## src/sv/lsb_pkg.sv

```systemverilog
`timescale 1ns / 1ps
// link supervisor package: mode codes, register indexes, reset values and result type
// no dependencies

package lsb_pkg;

  // supervisor modes
  localparam logic [1:0] MODE_CONFIG     = 2'd0;
  localparam logic [1:0] MODE_CONNECTING = 2'd1;
  localparam logic [1:0] MODE_OPERATION  = 2'd2;
  localparam logic [1:0] MODE_EMERGENCY  = 2'd3;

  // last sampled level, with a marker for not yet seen
  localparam logic [1:0] LEVEL_UNKNOWN = 2'd2;

  // configuration register indexes
  localparam logic [2:0] REG_CONNECT_TIMEOUT = 3'd0;
  localparam logic [2:0] REG_OP_LOG_PERIOD   = 3'd1;
  localparam logic [2:0] REG_EM_LOG_PERIOD   = 3'd2;
  localparam logic [2:0] REG_BACKOFF_START   = 3'd3;
  localparam logic [2:0] REG_BACKOFF_CAP     = 3'd4;
  localparam logic [2:0] REG_TICK_MS         = 3'd5;

  // register reset values
  localparam logic [15:0] RST_CONNECT_TIMEOUT = 16'd300;
  localparam logic [15:0] RST_OP_LOG_PERIOD   = 16'd100;
  localparam logic [15:0] RST_EM_LOG_PERIOD   = 16'd20;
  localparam logic [15:0] RST_BACKOFF_START   = 16'd1000;
  localparam logic [15:0] RST_BACKOFF_CAP     = 16'd60000;
  localparam logic [9:0]  RST_TICK_MS         = 10'd50;

  // clear mask bits
  localparam logic [2:0] CLR_ALL          = 3'b111;
  localparam logic [2:0] CLR_CONNECTED    = 3'b010;
  localparam logic [2:0] CLR_DISCONNECTED = 3'b100;

  // x / 1000 for x < 2**16 as (x * 67109) >> 26
  localparam logic [16:0] MS_TO_S_RECIP = 17'd67109;
  localparam int unsigned MS_TO_S_SHIFT = 26;

  localparam int unsigned IN_DATA_W  = 8;
  localparam int unsigned OUT_DATA_W = 56;

  typedef struct packed {
    logic [1:0]  mode;
    logic        drive_level;
    logic        record_request;
    logic        record_kind;
    logic [31:0] record_seq;
    logic        record_level;
    logic        reconnect_request;
    logic        start_station;
    logic        start_access_point;
    logic        stop_portal;
    logic [2:0]  clear_events;
    logic [6:0]  retry_seconds;
  } lsb_result_t;

endpackage

```

## src/sv/link_supervisor_with_backoff_top.sv

```systemverilog
`timescale 1ns / 1ps
// link supervisor top: one-pass mode/counter update with registered result
// latency: result is presented the cycle after the input transfer
// throughput: one item per cycle; input ready drops only while a result waits unaccepted
// reset: config mode, counters and drive cleared, registers at their default values
// depends on lsb_pkg

module link_supervisor_with_backoff_top
  import lsb_pkg::*;
(
  input  logic                  clk_i,
  input  logic                  rst_ni,
  // configuration write port
  input  logic                  cfg_we_i,
  input  logic [2:0]            cfg_idx_i,
  input  logic [15:0]           cfg_wdata_i,
  // input stream
  input  logic                  s_axis_tvalid,
  output logic                  s_axis_tready,
  // has_credentials, ev_credentials, ev_connected, ev_disconnected, signal_level, zero pad
  input  logic [IN_DATA_W-1:0]  s_axis_tdata,
  // action
  input  logic                  s_axis_tuser,
  // result stream
  output logic                  m_axis_tvalid,
  input  logic                  m_axis_tready,
  // mode[1:0], drive_level, record_request, record_seq[31:0], record_level,
  // reconnect_request, start_station, start_access_point, stop_portal,
  // clear_events[2:0], retry_seconds[6:0], zero pad
  output logic [OUT_DATA_W-1:0] m_axis_tdata,
  // record_kind
  output logic                  m_axis_tuser
);

  // configuration registers
  logic [15:0] connect_timeout_q, op_period_q, em_period_q, backoff_start_q, backoff_cap_q;
  logic [9:0]  tick_ms_q;

  // supervisor state
  logic [1:0]  mode_q, mode_d;
  logic [31:0] tick_count_q, tick_count_d;
  logic [15:0] op_phase_q, op_phase_d;
  logic [31:0] op_seq_q, op_seq_d;
  logic [15:0] em_phase_q, em_phase_d;
  logic [15:0] connect_ticks_q, connect_ticks_d;
  logic [15:0] backoff_q, backoff_d;
  logic [15:0] elapsed_q, elapsed_d;
  logic [1:0]  last_level_q, last_level_d;
  logic        drive_q, drive_d;

  // result register
  lsb_result_t res_d, res_q;
  logic        out_valid_q;

  logic in_fire;

  // input fields
  logic has_cred, ev_cred, ev_conn, ev_disc, level;

  // datapath helpers
  logic [16:0] elapsed_sum;
  logic [15:0] elapsed_sat;
  logic [16:0] backoff_dbl;
  logic [15:0] backoff_new;
  logic [33:0] retry_prod;
  logic [16:0] op_phase_inc, em_phase_inc;
  logic [15:0] op_period, em_period;

  assign has_cred = s_axis_tdata[0];
  assign ev_cred  = s_axis_tdata[1];
  assign ev_conn  = s_axis_tdata[2];
  assign ev_disc  = s_axis_tdata[3];
  assign level    = s_axis_tdata[4];

  assign s_axis_tready = !out_valid_q || m_axis_tready;
  assign in_fire       = s_axis_tvalid && s_axis_tready;

  // backoff arithmetic for an emergency tick
  assign elapsed_sum = {1'b0, elapsed_q} + {7'd0, tick_ms_q};
  assign elapsed_sat = elapsed_sum[16] ? 16'hFFFF : elapsed_sum[15:0];
  assign backoff_dbl = {backoff_q, 1'b0};
  assign backoff_new = (backoff_dbl < {1'b0, backoff_cap_q}) ? backoff_dbl[15:0]
                                                             : backoff_cap_q;
  assign retry_prod  = {1'b0, backoff_new} * MS_TO_S_RECIP;

  // log period phases, zero period acts as one
  assign op_period    = (op_period_q == 16'd0) ? 16'd1 : op_period_q;
  assign em_period    = (em_period_q == 16'd0) ? 16'd1 : em_period_q;
  assign op_phase_inc = {1'b0, op_phase_q} + 17'd1;
  assign em_phase_inc = {1'b0, em_phase_q} + 17'd1;

  always_comb begin
    mode_d          = mode_q;
    tick_count_d    = tick_count_q;
    op_phase_d      = op_phase_q;
    op_seq_d        = op_seq_q;
    em_phase_d      = em_phase_q;
    connect_ticks_d = connect_ticks_q;
    backoff_d       = backoff_q;
    elapsed_d       = elapsed_q;
    last_level_d    = last_level_q;
    drive_d         = drive_q;
    res_d           = '0;

    if (s_axis_tuser) begin
      // start decision, event flags ignored
      if (has_cred) begin
        res_d.start_station = 1'b1;
        mode_d              = MODE_CONNECTING;
        connect_ticks_d     = 16'd0;
      end else begin
        res_d.start_access_point = 1'b1;
        mode_d                   = MODE_CONFIG;
      end
    end else begin
      case (mode_q)
        MODE_CONFIG: begin
          if (ev_cred) begin
            res_d.clear_events  = CLR_ALL;
            res_d.stop_portal   = 1'b1;
            res_d.start_station = 1'b1;
            connect_ticks_d     = 16'd0;
            mode_d              = MODE_CONNECTING;
          end
        end
        MODE_CONNECTING: begin
          if (ev_conn) begin
            mode_d = MODE_OPERATION;
          end else if (ev_disc || connect_ticks_q >= connect_timeout_q) begin
            res_d.start_access_point = 1'b1;
            mode_d                   = MODE_CONFIG;
          end else if (connect_ticks_q != 16'hFFFF) begin
            connect_ticks_d = connect_ticks_q + 16'd1;
          end
        end
        MODE_OPERATION: begin
          if (ev_disc) begin
            res_d.clear_events = CLR_DISCONNECTED;
            backoff_d          = backoff_start_q;
            elapsed_d          = 16'd0;
            mode_d             = MODE_EMERGENCY;
          end else begin
            if ({1'b0, level} != last_level_q) begin
              last_level_d = {1'b0, level};
              drive_d      = level;
            end
            if (op_phase_q == 16'd0 && tick_count_q != 32'd0) begin
              res_d.record_request = 1'b1;
              res_d.record_seq     = op_seq_q;
              res_d.record_level   = level;
            end
          end
        end
        default: begin
          drive_d = 1'b0;
          if (em_phase_q == 16'd0) begin
            res_d.record_request = 1'b1;
            res_d.record_kind    = 1'b1;
            res_d.record_seq     = tick_count_q;
            res_d.record_level   = level;
          end
          elapsed_d = elapsed_sat;
          if (elapsed_sat >= backoff_q) begin
            elapsed_d               = 16'd0;
            backoff_d               = backoff_new;
            res_d.reconnect_request = 1'b1;
            res_d.retry_seconds     = retry_prod[MS_TO_S_SHIFT +: 7];
          end
          // connected event wins over the backoff update
          if (ev_conn) begin
            res_d.clear_events = res_d.clear_events | CLR_CONNECTED;
            backoff_d          = backoff_start_q;
            elapsed_d          = 16'd0;
            mode_d             = MODE_OPERATION;
            last_level_d       = LEVEL_UNKNOWN;
          end
        end
      endcase

      tick_count_d = tick_count_q + 32'd1;
      if (op_phase_inc >= {1'b0, op_period}) begin
        op_phase_d = 16'd0;
        op_seq_d   = op_seq_q + 32'd1;
      end else begin
        op_phase_d = op_phase_inc[15:0];
      end
      if (em_phase_inc >= {1'b0, em_period}) begin
        em_phase_d = 16'd0;
      end else begin
        em_phase_d = em_phase_inc[15:0];
      end
    end

    res_d.mode        = mode_d;
    res_d.drive_level = drive_d;
  end

  always_ff @(posedge clk_i or negedge rst_ni) begin
    if (!rst_ni) begin
      connect_timeout_q <= RST_CONNECT_TIMEOUT;
      op_period_q       <= RST_OP_LOG_PERIOD;
      em_period_q       <= RST_EM_LOG_PERIOD;
      backoff_start_q   <= RST_BACKOFF_START;
      backoff_cap_q     <= RST_BACKOFF_CAP;
      tick_ms_q         <= RST_TICK_MS;
    end else if (cfg_we_i) begin
      case (cfg_idx_i)
        REG_CONNECT_TIMEOUT: connect_timeout_q <= cfg_wdata_i;
        REG_OP_LOG_PERIOD:   op_period_q       <= cfg_wdata_i;
        REG_EM_LOG_PERIOD:   em_period_q       <= cfg_wdata_i;
        REG_BACKOFF_START:   backoff_start_q   <= cfg_wdata_i;
        REG_BACKOFF_CAP:     backoff_cap_q     <= cfg_wdata_i;
        REG_TICK_MS:         tick_ms_q         <= cfg_wdata_i[9:0];
        default: ;
      endcase
    end
  end

  always_ff @(posedge clk_i or negedge rst_ni) begin
    if (!rst_ni) begin
      mode_q          <= MODE_CONFIG;
      tick_count_q    <= 32'd0;
      op_phase_q      <= 16'd0;
      op_seq_q        <= 32'd0;
      em_phase_q      <= 16'd0;
      connect_ticks_q <= 16'd0;
      backoff_q       <= RST_BACKOFF_START;
      elapsed_q       <= 16'd0;
      last_level_q    <= LEVEL_UNKNOWN;
      drive_q         <= 1'b0;
    end else if (in_fire) begin
      mode_q          <= mode_d;
      tick_count_q    <= tick_count_d;
      op_phase_q      <= op_phase_d;
      op_seq_q        <= op_seq_d;
      em_phase_q      <= em_phase_d;
      connect_ticks_q <= connect_ticks_d;
      backoff_q       <= backoff_d;
      elapsed_q       <= elapsed_d;
      last_level_q    <= last_level_d;
      drive_q         <= drive_d;
    end
  end

  always_ff @(posedge clk_i or negedge rst_ni) begin
    if (!rst_ni) begin
      out_valid_q <= 1'b0;
    end else if (in_fire) begin
      out_valid_q <= 1'b1;
    end else if (m_axis_tready) begin
      out_valid_q <= 1'b0;
    end
  end

  always_ff @(posedge clk_i) begin
    if (in_fire) begin
      res_q <= res_d;
    end
  end

  assign m_axis_tvalid = out_valid_q;
  assign m_axis_tuser  = res_q.record_kind;
  assign m_axis_tdata  = {5'd0,
                          res_q.retry_seconds,
                          res_q.clear_events,
                          res_q.stop_portal,
                          res_q.start_access_point,
                          res_q.start_station,
                          res_q.reconnect_request,
                          res_q.record_level,
                          res_q.record_seq,
                          res_q.record_request,
                          res_q.drive_level,
                          res_q.mode};

  // a reconnect pulse only comes from an emergency tick
  assert property (@(posedge clk_i) disable iff (!rst_ni)
    out_valid_q && res_q.reconnect_request |->
      (res_q.mode == MODE_EMERGENCY || res_q.mode == MODE_OPERATION))
    else $error("reconnect request outside emergency handling");

  // an emergency record always goes out with the drive held low
  assert property (@(posedge clk_i) disable iff (!rst_ni)
    out_valid_q && res_q.record_request && res_q.record_kind |-> !res_q.drive_level)
    else $error("emergency record with drive high");

  // a station start always leaves the supervisor connecting
  assert property (@(posedge clk_i) disable iff (!rst_ni)
    out_valid_q && res_q.start_station |-> res_q.mode == MODE_CONNECTING)
    else $error("station start without connecting mode");

  // the mode only moves on an input transfer
  assert property (@(posedge clk_i) disable iff (!rst_ni)
    !in_fire |=> $stable(mode_q))
    else $error("mode changed without a transfer");

endmodule

```

## config.mk

```make
export PLATFORM = sky130hd
export DESIGN_NAME = link_supervisor_with_backoff_top
export DESIGN_NICKNAME = d
export VERILOG_FILES = /design/src/sv/lsb_pkg.sv /design/src/sv/link_supervisor_with_backoff_top.sv
export SDC_FILE = /design/constraint.sdc
export NUM_CORES = 1
export LEC_CHECK = 0
export ABC_AREA = 1
export ABC_CLOCK_PERIOD_IN_PS = 6630
export BUFFER_PORTS_ARGS = -buffer_cell sky130_fd_sc_hd__buf_4
export CAP_MARGIN = 20
export CORE_ASPECT_RATIO = 1.4
export CORE_MARGIN = 2
export CORE_UTILIZATION = 45
export CTS_CLUSTER_SIZE = 14
export DETAILED_ROUTE_END_ITERATION = 8
export PLACE_DENSITY_LB_ADDON = 0.08
export SYNTH_ARGS = -nofsm -noshare
export SYNTH_HDL_FRONTEND = slang
export SYNTH_SLANG_ARGS = --single-unit
```

## constraint.sdc

```tcl
create_clock -name clk_i -period 6.63 [get_ports clk_i]
set_input_delay 0 -clock clk_i [delete_from_list [all_inputs] [get_ports clk_i]]
set_output_delay 0 -clock clk_i [all_outputs]
set_load 0.03 [all_outputs]
```

==> results of run 1 <==
[cells in the final DEF (no fill, tap or decap), drive strengths merged, types with 4 or more instances in the layout]
master         n
nand3        134
inv          395
o22ai         30
dlygate4sd3   28
o211ai         6
a22o           8
a21oi        127
nor3          52
o21ai        192
a31oi         11
nand2        590
edfxtp        52
dfrtp        208
fa            40
nor2         159
clkinv         6
or2            6
buf          126
nand4         37
nor4          35
dfstp         32
xnor2         20
clkbuf        51
bufinv         4
conb           5
xor2          71
ha           232
[worst min-delay path by stage]
stage	start	endpoint	cells past startpoint
after floorplan	rst_ni	backoff_cap_q[0]	0
after global placement	rst_ni	tick_count_q[4]	1
after detailed placement	rst_ni	tick_count_q[8]	1
after CTS	rst_ni	tick_count_q[5]	2
after global routing	cfg_idx_i[1]	backoff_start_q[5]	3
final	cfg_idx_i[1]	backoff_start_q[5]	3
[what timing repair did]
item / 4_1_cts / 5_1_grt
setup endpoints to repair: 0 / 7
resized for setup: 0 / 16
buffers inserted: 0 / 5
hold endpoints to repair: 159 / 2
hold buffers: 26 / 2
[worst register-to-register path: cells and delay by family, from the launching register on]
family / cells / cell delay (ns)
AOI/OAI and AO/OA: 7 / 1.07
adders and majority gates: 8 / 2.96
buffers and inverters: 6 / 0.57
DFF: 1 / 0.54
and+or+nand+nor: 9 / 0.84
[logic make-up after synthesis]
group | count (synthesis) | share of synthesized area, %
AOI/OAI and AO/OA | 393 | 10.64
xor gates and xnor gates | 91 | 3.869
adders and majority gates | 272 | 17.98
buffers and inverters | 469 | 9.063
DFF | 292 | 36.93
other | 1 | 0.01821
and+or+nand+nor | 1020 | 21.50
[per-layer routing]
metal  vias to the layer above  global-route usage, %
met1                      8156                  29.01
met5                         -                      0
li1                       8571                      -
met4                         0                  5.996
met2                       317                  41.72
met3                        81                  2.434
[cell type report]
type | count | area, um^2
fill | 4369 | 21660
multi-input combinational | 1781 | 11180
sequential | 292 | 7607
inverter | 394 | 1479
timing repair buffer | 154 | 1277
clock buffer | 51 | 985.9
tap | 611 | 764.5
clock inverter | 11 | 162.7
[through the flow]
step                util [%]  hold slack (ns)  setup WS [ns]  instance area [um^2]
finish                 51.99         -0.04139         0.3827                 23460
global route           51.99         0.009099       -0.03261                 23460
CTS                    51.69          0.04352        0.03346                 23320
detailed placement     48.57         -0.04919        0.06163                 21910
global placement       48.57         -0.05049        0.03193                 21910
floorplan                  -          -0.2956         0.3032                 20610
==> summary.md, run 1 <==
| Metric | Value |
|---|---|
| Critical path type | reg2reg |
| Critical Path Source | backoff_cap_q[13] |
| Failing checks | hold timing |
| First-pass GRT wire length | 87.70 mm |
| I/O pins | 92 |
| Avg Inst Size Synth | approximately 8.1 um^2 |
| Worst r2r src | backoff_cap_q[13] |
| DRC | 0 |
| Clk sinks | 292 |
| Setup_tns | 0 ns |
| Max clock buf depth | 3 |
| Distinct cell type count after synthesis | 58 |
| CP Max Fanout | 10 |
| Synth Flop Type | dfrtp_1 |
| Outcome | complete, but fails checks |
| Top cells by area, synth | dfrtp_1 (25%), ha_1 (14%), nand2_1 (11%) |
| Async set-reset flop share out of synthesis | between 80% and 90% |
| Die Width | 184.8 um |
| DPL Wire Length | between 40 and 50 mm |
| Crit path buf inv count | 6 |
| Initial Util | 45.65% |
| Nets@finish | 2963 |
| Antenna Cells | 0 |
| Max cap viols | 0 |
| Worst-margin pin slew | 1.116 ns |
| Clk_lat worst skew | 0.52 ns |
| CTS HTree Levels | 2 |
| Min cycle time layout | 6.247 ns |
| Core area | approximately 45000 um^2 |
| Cells after Synth | 2538 |
| Path depth of the worst reg2reg path | 30 |
| DRT iter0 DRCs | 859 |
| Worst setup path end | m_axis_tdata[48] |
| Skew final | 0.02538 ns |
| Synthesized cell area | 20600 um^2 |
| Final worst-path cycle share | 94.23% |
| Delay-heaviest family, CP | adder cells |
| Worst path max stage delay | ~0.54 ns |
| Seq/Total Area, Yosys | 36.93% |
| Vias in the first global route | 16970 |
| Worst slew margin | 25.60% |
| Height of the chip | around 260 um |
| Share of layout cells above drive strength 1 | 10.29% |
| Hold/Removal Path Class | in2reg |
| Via density | 5.199 |
| Port bufs | 83 |
| Register bit total from synthesis | 292 |
| Post-DRT Antenna Nets | 0 |
| CP required | 6.89 ns |
| CTS buffer count | 35 |
| Grt total ovfl | 0 |
| Top post-synthesis cells by count | nand2_1 (585), inv_1 (389), ha_1 (232) |
| Largest net degree at the start of global routing | 187 |
| M1 wire length | 23.40 mm |
| Clk slew on worst S/H paths | 0.06 ns |
| GRT Total Usage | 23.05% |
| Max Used Layer | met4 |
| Antenna violations before repair | 0 |
| Peak Freq | 0.1601 GHz |
| Met2 WL | 27.46 mm |
| Cell total after placement | 3197 |
| Worst reg-to-reg setup slack | 0.38 ns |
| Reg2reg end | m_axis_tdata[48] |
| # setup viols final | 0 |
| CP Depth | 30 |
| Crit. End Element | flop |
| Post-synth EDFFs | 52 |
| Final GP Congestion | 0.9175 |
| Synth area leader | dfrtp_1 |
| CTS tree | done |
| Drt first pass iters | 5 |
| DIE AREA | 47530 um^2 |
| Critical path arrival | 6.50 ns |
| CTS Root Buffer Type | clkbuf_16 |
| CP Launch Type | flop |
| Fin. max-slew vios | 0 |
| Hold Fails Final Rpt | 3 |
| Routed wl met3 | 1.762 mm |
| Slowest CP cell | dfstp_2 |
| Count leader, synth | nand2_1 |
| Yosys warns | 0 |
| WHS | -0.04139 ns |
| Area growth, synth to finish | 13.90% |
| DR WL/cell | 16.34 um |
| Post-Layout Cell Count | 3294 |
| # rows | 92 |
| Number of flip-flops in the largest register | 51 |
| Drt total wl | about 54 mm |
| Routed vias | 17130 |
| Top cell type's share of synthesized area | 25.27% |
Power of run 1 is not shown: default switching activity piles up to over one toggle a cycle in this logic, so the estimate is an artifact.
==> run 2: changes to the inputs <==
--- a/config.mk
+++ b/config.mk
@@ -5,7 +5,6 @@
 export SDC_FILE = /design/constraint.sdc
 export NUM_CORES = 1
 export LEC_CHECK = 0
-export ABC_AREA = 1
 export ABC_CLOCK_PERIOD_IN_PS = 6630
 export BUFFER_PORTS_ARGS = -buffer_cell sky130_fd_sc_hd__buf_4
 export CAP_MARGIN = 20
==> constraint.sdc (replaced) <==
create_clock -name clk_i -period 6.63 [get_ports clk_i]
set_input_delay 0.9945 -clock clk_i [delete_from_list [all_inputs] [get_ports clk_i]]
set_output_delay 0.9945 -clock clk_i [all_outputs]
set_load 0.03 [all_outputs]
==> summary.md, run 2 <==
| Metric | Value |
|---|---|
| Count leader, synth | ha_1 |
| Max cap viols | 0 (unchanged) |
| Final GP Congestion | 0.8461 (-7.8%) |
| Die Width | 177.5 um (-4.0%) |
| Cells after Synth | 1907 (-25%) |
| Setup_tns | 0 ns (unchanged) |
| GRT Total Usage | 23.68% (+0.64 points) |
| Top cells by area, synth | dfrtp_1 (27%), ha_1 (15%), edfxtp_1 (8.2%) |
| DIE AREA | 43810 um^2 (-7.8%) |
| Top cell type's share of synthesized area | 27.46% (+2.2 points) |
| Clk_lat worst skew | 0.59 ns (+0.07 ns) |
| Critical path arrival | 6.88 ns (+0.38 ns) |
| Antenna violations before repair | 0 (unchanged) |
| DP Worst Slack | -0.3341 ns (-0.3957 ns) |
| Async set-reset flop share out of synthesis | 82.19% (unchanged) |
| Vias in the first global route | 15280 (-10%) |
| DRC | 0 (unchanged) |
| Delay-heaviest family, CP | adder cells |
| Critical path type | reg2reg |
| Via density | 5.492 (+5.6%) |
| Setup WS post-layout | 0.04511 ns (-0.3376 ns) |
| CP Launch Type | flop |
| RSZ-0062 raised after global routing | true |
| Antenna Cells | 0 (unchanged) |
| DRT iter0 DRCs | 677 (-21%) |
| Share of layout cells above drive strength 1 | 21.54% (+11 points) |
| Yosys warns | 0 (unchanged) |
| DR WL/cell | 19.24 um (+18%) |
| Hold Fails Final Rpt | 0 (-3) |
| Post-DRT Antenna Nets | 0 (unchanged) |
| Synth Flop Type | dfrtp_1 |
| Drt first pass iters | 6 (+1) |
| DP Area | 20930 um^2 (-4.5%) |
| Hold/Removal Path Class | in2async |
| Worst path max stage delay | 0.61 ns (+0.07 ns) |
| # setup viols final | 0 (unchanged) |
| CTS buffer count | 30 (-14%) |
| Seq/Total Area, Yosys | 40.13% (+3.2 points) |
| I/O pins | 92 (unchanged) |
| Height of the chip | 246.9 um (-4.0%) |
| DPL Wire Length | 37.95 mm (-7.1%) |
| Routed vias | 14620 (-15%) |
| Initial Util | 45.28% (-0.37 points) |
| Skew final | 0.02728 ns (+0.001902 ns) |
| Synth area leader | dfrtp_1 |
| CTS Root Buffer Type | clkbuf_16 |
| Distinct cell type count after synthesis | 76 (+31%) |
| Max clock buf depth | 3 (unchanged) |
| Avg Inst Size Synth | 9.941 um^2 (+22%) |
| Clk slew on worst S/H paths | 0.06 ns (about the same) |
| Crit. End Element | flop |
| Commonest non-fill, non-tap cell in the layout | dfrtp_1 |
| # rows | 89 (-3.3%) |
| Grt total ovfl | 0 (unchanged) |
| CP required | 6.93 ns (+0.04 ns) |
| Synthesized cell area | 18960 um^2 (-8.0%) |
| Largest net degree at the start of global routing | 150 (-20%) |
| Number of flip-flops in the largest register | 51 (unchanged) |
| Post-synth EDFFs | 52 (unchanged) |
| Clk sinks | 292 (unchanged) |
| Fin. max-slew vios | 0 (unchanged) |
| Worst-margin pin slew | 1.043 ns (-0.07291 ns) |
| Drt total wl | 51.24 mm (-4.8%) |
| Most frequent cells in the layout | dfrtp_1 (208), buf_4 (203), ha_1 (199), nand2_1 (188), inv_1 (184) |
| Final worst-path cycle share | 99.32% (+5.1 points) |
| CTS HTree Levels | 1 (-1) |
| First-pass GRT wire length | 81.19 mm (-7.4%) |
| Post-route cell area | 22830 um^2 (-2.7%) |
| Top post-synthesis cells by count | ha_1 (232), dfrtp_1 (208), inv_1 (200) |
| Core area | 41870 um^2 (-7.2%) |
| CP Max Fanout | 7 (-3) |
| Slowest CP cell | fa_2 |
| Layout Utilization | 54.52% (+2.5 points) |
| Area growth, synth to finish | 20.42% |
| Nets@finish | 2398 (-19%) |
| CP dominant cell by count | inv_2 |
| Port bufs | 83 (unchanged) |
| Register bit total from synthesis | 292 (unchanged) |
| Crit path buf inv count | 6 (unchanged) |
| Min cycle time layout | 6.585 ns (+0.3376 ns) |
| Peak Freq | 0.1519 GHz (-5.1%) |
| Outcome | complete, no violations |
| Worst slew margin | 30.26% (+4.7 points) |
| CTS tree | done |
-- run 2: changes by cell type in the layout (fill, tap and decap cells not counted), sizes merged, moves of 49 or more --
cell,before,now
a21oi,127,60
buf,126,212
inv,395,202
nand2,590,193
nand3,134,65
nor2,159,103
o21ai,192,125
xnor2,20,69
-- run 2: worst reg2reg max path: cells and delay by family, from the launching register on --
family                   cells  cell delay [ns]
buffers and inverters        6             0.47
AND/OR/NAND/NOR              4             0.42
flip-flops                   1             0.55
XOR/XNOR                     1             0.12
multiplexers                 1             0.21
adder cells (fa/ha/maj)      8             2.86
AO/OA/AOI/OAI                6             1.67
-- run 2: worst paths after layout --
path / startpoint / endpoint / slack, ns / cells after the start
worst max register to register: backoff_cap_q[13] / m_axis_tdata[46] / 0.05 / 26
worst max-delay path: backoff_cap_q[13] / m_axis_tdata[46] / 0.05 / 26
min in group clk_i: elapsed_q[0] / elapsed_q[0] / 0.48 / 2
max in group asynchronous: rst_ni / tick_count_q[11] / 4.91 / 2
worst min register to register: elapsed_q[0] / elapsed_q[0] / 0.48 / 2
worst min-delay path: rst_ni / tick_ms_q[3] / 0.42 / 1
-- run 2: cells by family after synthesis --
| family | synth area share, % |
|---|---|
| other | 0.01978 |
| muxes | 2.930 |
| and+or+nand+nor | 14.55 |
| adders and majority gates | 19.54 |
| AOI/OAI and AO/OA | 12.65 |
| DFF | 40.13 |
| xor gates and xnor gates | 4.851 |
| buffers and inverters | 5.339 |
-- run 2: per-layer routing --
metal	routed length, um	vias up	GRT usage [%]
met1	19730	7216	26.26
met4	2366	0	10.66
met2	27730	242	44.72
met5	0	-	0
li1	-	7059	-
met3	1415	107	2.752
-- run 2: layout make-up --
type,instances,area (um^2)
well taps,546,683.2
fillers,3860,19040
inverters,200,750.7
multi-input cells,1357,11100
repair buffers,212,1645
clock inverters,16,160.2
flip-flops and latches,292,7607
clock buffers,40,882.1
-- run 2: metrics by stage --
stage / instances / hold slack, ns
6_report: 2663 / 0.4235
3_5_place_dp: 2591 / 0.4697
4_1_cts: 2654 / 0.4494
2_1_floorplan: 1911 / 0.4428
3_3_place_gp: 2591 / 0.4568
5_1_grt: 2663 / 0.4685
-- run 2: repair_timing --
item,CTS,global route
endpoints found under the setup margin,7,7
hold buffers,0,0
endpoints found under the hold margin,0,0
pin swaps,29,48
setup buffers,7,10
gates cloned,0,0
gates resized for setup,50,83
Power of run 2 is left out for the same reason.
==> run 3: changes to the inputs <==
--- a/config.mk
+++ b/config.mk
@@ -13,7 +13,7 @@
 export CORE_UTILIZATION = 45
 export CTS_CLUSTER_SIZE = 14
 export DETAILED_ROUTE_END_ITERATION = 8
-export PLACE_DENSITY_LB_ADDON = 0.08
+export PLACE_DENSITY = 0.7
 export SYNTH_ARGS = -nofsm -noshare
 export SYNTH_HDL_FRONTEND = slang
 export SYNTH_SLANG_ARGS = --single-unit
==> summary.md, run 3 (synthesis results as in run 2) <==
| Metric | Value |
|---|---|
| Clk sinks | 292 (unchanged) |
| Nets@finish | 2378 (-0.83%) |
| Path depth of the worst reg2reg path | 27 (+3.8%) |
| Drt first pass iters | 5 (-1) |
| DR WL/cell | 18.69 um (-2.9%) |
| CP Launch Type | flop |
| I/O pins | 92 (unchanged) |
| Fin. max-slew vios | 0 (unchanged) |
| Vias in the first global route | 15780 (+3.3%) |
| Most frequent cells in the layout | dfrtp_1 (208), ha_1 (198), nand2_1 (187), buf_4 (184), inv_1 (181) |
| Outcome | complete, but fails checks |
| Die Width | 177.5 um (unchanged) |
| DIE AREA | 43810 um^2 (unchanged) |
| Slowest CP cell | fa_2 |
| CTS HTree Levels | 1 (unchanged) |
| Critical path arrival | 6.96 ns (+0.08 ns) |
| Post-route cell area | 22870 um^2 (+0.18%) |
| CP Max Fanout | 7 (unchanged) |
| Worst r2r src | backoff_cap_q[14] |
| RSZ-0062 raised after global routing | true |
| DRT iter0 DRCs | 641 (-5.3%) |
| Crit. End Element | flop |
| Reg2reg end | m_axis_tdata[49] |
| Hold Fails Final Rpt | 0 (unchanged) |
| CTS Root Buffer Type | clkbuf_16 |
| DRC | 0 (unchanged) |
| DPL Wire Length | 36.23 mm (-4.5%) |
| Share of layout cells above drive strength 1 | 21.08% (-0.46 points) |
| Antenna violations before repair | 0 (unchanged) |
| GRT Total Usage | 22.66% (-1.0 points) |
| Clk_lat worst skew | 0.57 ns (-0.02 ns) |
| Setup_tns | -0.03495 ns (-0.03495 ns) |
| Delay-heaviest family, CP | adder cells |
| Critical path type | reg2reg |
| # rows | 89 (unchanged) |
| Failing checks | setup timing |
| Max cap viols | 0 (unchanged) |
| Routed vias | 15040 (+2.8%) |
| Filler Cell Count | 3619 (-6.2%) |
| Peak Freq | 0.1501 GHz (-1.1%) |
| Drt total wl | 49.41 mm (-3.6%) |
| WHS | 0.4628 ns (+0.03934 ns) |
| Final worst-path cycle share | 100.5% (+1.1 points) |
| First-pass GRT wire length | 79.59 mm (-2.0%) |
| DP Area | 20740 um^2 (-0.90%) |
| Worst slew margin | 28.46% (-1.8 points) |
| Setup WS post-layout | -0.03068 ns (-0.07579 ns) |
| Worst reg-to-reg setup slack | -0.03 ns (-0.08 ns) |
| Commonest non-fill, non-tap cell in the layout | dfrtp_1 |
| Area growth, synth to finish | 20.63% |
| Final GP Congestion | 0.9071 (+7.2%) |
| Post-DRT Antenna Nets | 0 (unchanged) |
| Skew final | 0.02153 ns (-0.005745 ns) |
| Height of the chip | 246.9 um (unchanged) |
| Number of flip-flops in the largest register | 51 (unchanged) |
| CTS buffer count | 31 (+3.3%) |
| Via density | 5.687 (+3.6%) |
| Core area | 41870 um^2 (unchanged) |
| Hold Buf Count CTS | 0 (unchanged) |
| Crit path buf inv count | 7 (+1) |
| CTS tree | done |
| Grt total ovfl | 0 (unchanged) |
| Hold/Removal Path Class | in2async |
| Layout Utilization | 54.62% (+0.096 points) |
| Initial Util | 45.28% (unchanged) |
| Min cycle time layout | 6.661 ns (+0.07579 ns) |
| Max clock buf depth | 3 (unchanged) |
| Worst path max stage delay | 0.56 ns (-0.05 ns) |
| Port bufs | 83 (unchanged) |
| Largest net degree at the start of global routing | 121 (-19%) |
| Worst-margin pin slew | 1.069 ns (+0.02609 ns) |
| CP required | 6.93 ns (about the same) |
| Clk slew on worst S/H paths | 0.07 ns (about the same) |
| # setup viols final | 2 (+2) |
run 3: cell count changes in the layout (fill, tap and decap cells not counted), moves of 3 or more:
cell,change
inv_1,-3
ha_4,+3
clkinv_2,-3
inv_2,+3
bufinv_16,+6
buf_4,-19
run 3: worst reg2reg max path: cells and delay by family, from the launching register on:
family / cells / cell delay (ns)
DFF: 1 / 0.54
muxes: 1 / 0.25
buffers and inverters: 7 / 0.72
AOI/OAI and AO/OA: 7 / 0.94
and+or+nand+nor: 5 / 1.12
adders and majority gates: 7 / 2.82
run 3: through the flow:
step,std cells,setup WS (ns)
after floorplan,1911,0.0001368
after detailed placement,2566,-0.3535
final,2644,-0.03068
after global routing,2643,-0.2616
after global placement,2566,-0.2751
after CTS,2632,-0.01054
run 3: final cells by class:
type	count	area, um^2	share of cell area (%)
Multi-Input combinational cell	1357	11140	48.70
Sequential cell	292	7607	33.26
Timing Repair Buffer	191	1481	6.478
Clock buffer	39	899.6	3.934
Inverter	200	750.7	3.283
Tap cell	546	683.2	2.987
Clock inverter	18	306.5	1.340
Antenna cell	1	2.502	0.01094
run 3: repair_timing:
item	4_1_cts	5_1_grt
buffers inserted	8	12
pin swaps	23	52
endpoints found under the setup margin	7	7
cloned	1	0
endpoints found under the hold margin	0	0
gates resized for setup	42	90
run 3: metal layers:
layer	vias to the layer above	wire length (um)	global-route usage (%)
li1	7046	-	-
met1	7423	18540	24.73
met2	409	26060	42.73
met3	158	2091	2.814
met4	0	2717	11.04
met5	-	0	0
run 3: worst max path at each step:
| stage | startpoint | to | slack [ns] | cells after the start |
|---|---|---|---|---|
| after floorplan | backoff_cap_q[14] | m_axis_tdata[47] | 0.0001 | 26 |
| after global placement | backoff_cap_q[11] | m_axis_tdata[47] | -0.28 | 26 |
| after detailed placement | backoff_cap_q[11] | m_axis_tdata[47] | -0.35 | 27 |
| after CTS | backoff_cap_q[14] | m_axis_tdata[49] | -0.01 | 29 |
| after global routing | backoff_cap_q[14] | m_axis_tdata[49] | -0.26 | 27 |
| final | backoff_cap_q[14] | m_axis_tdata[49] | -0.03 | 27 |
Power of run 3 is left out for the same reason.
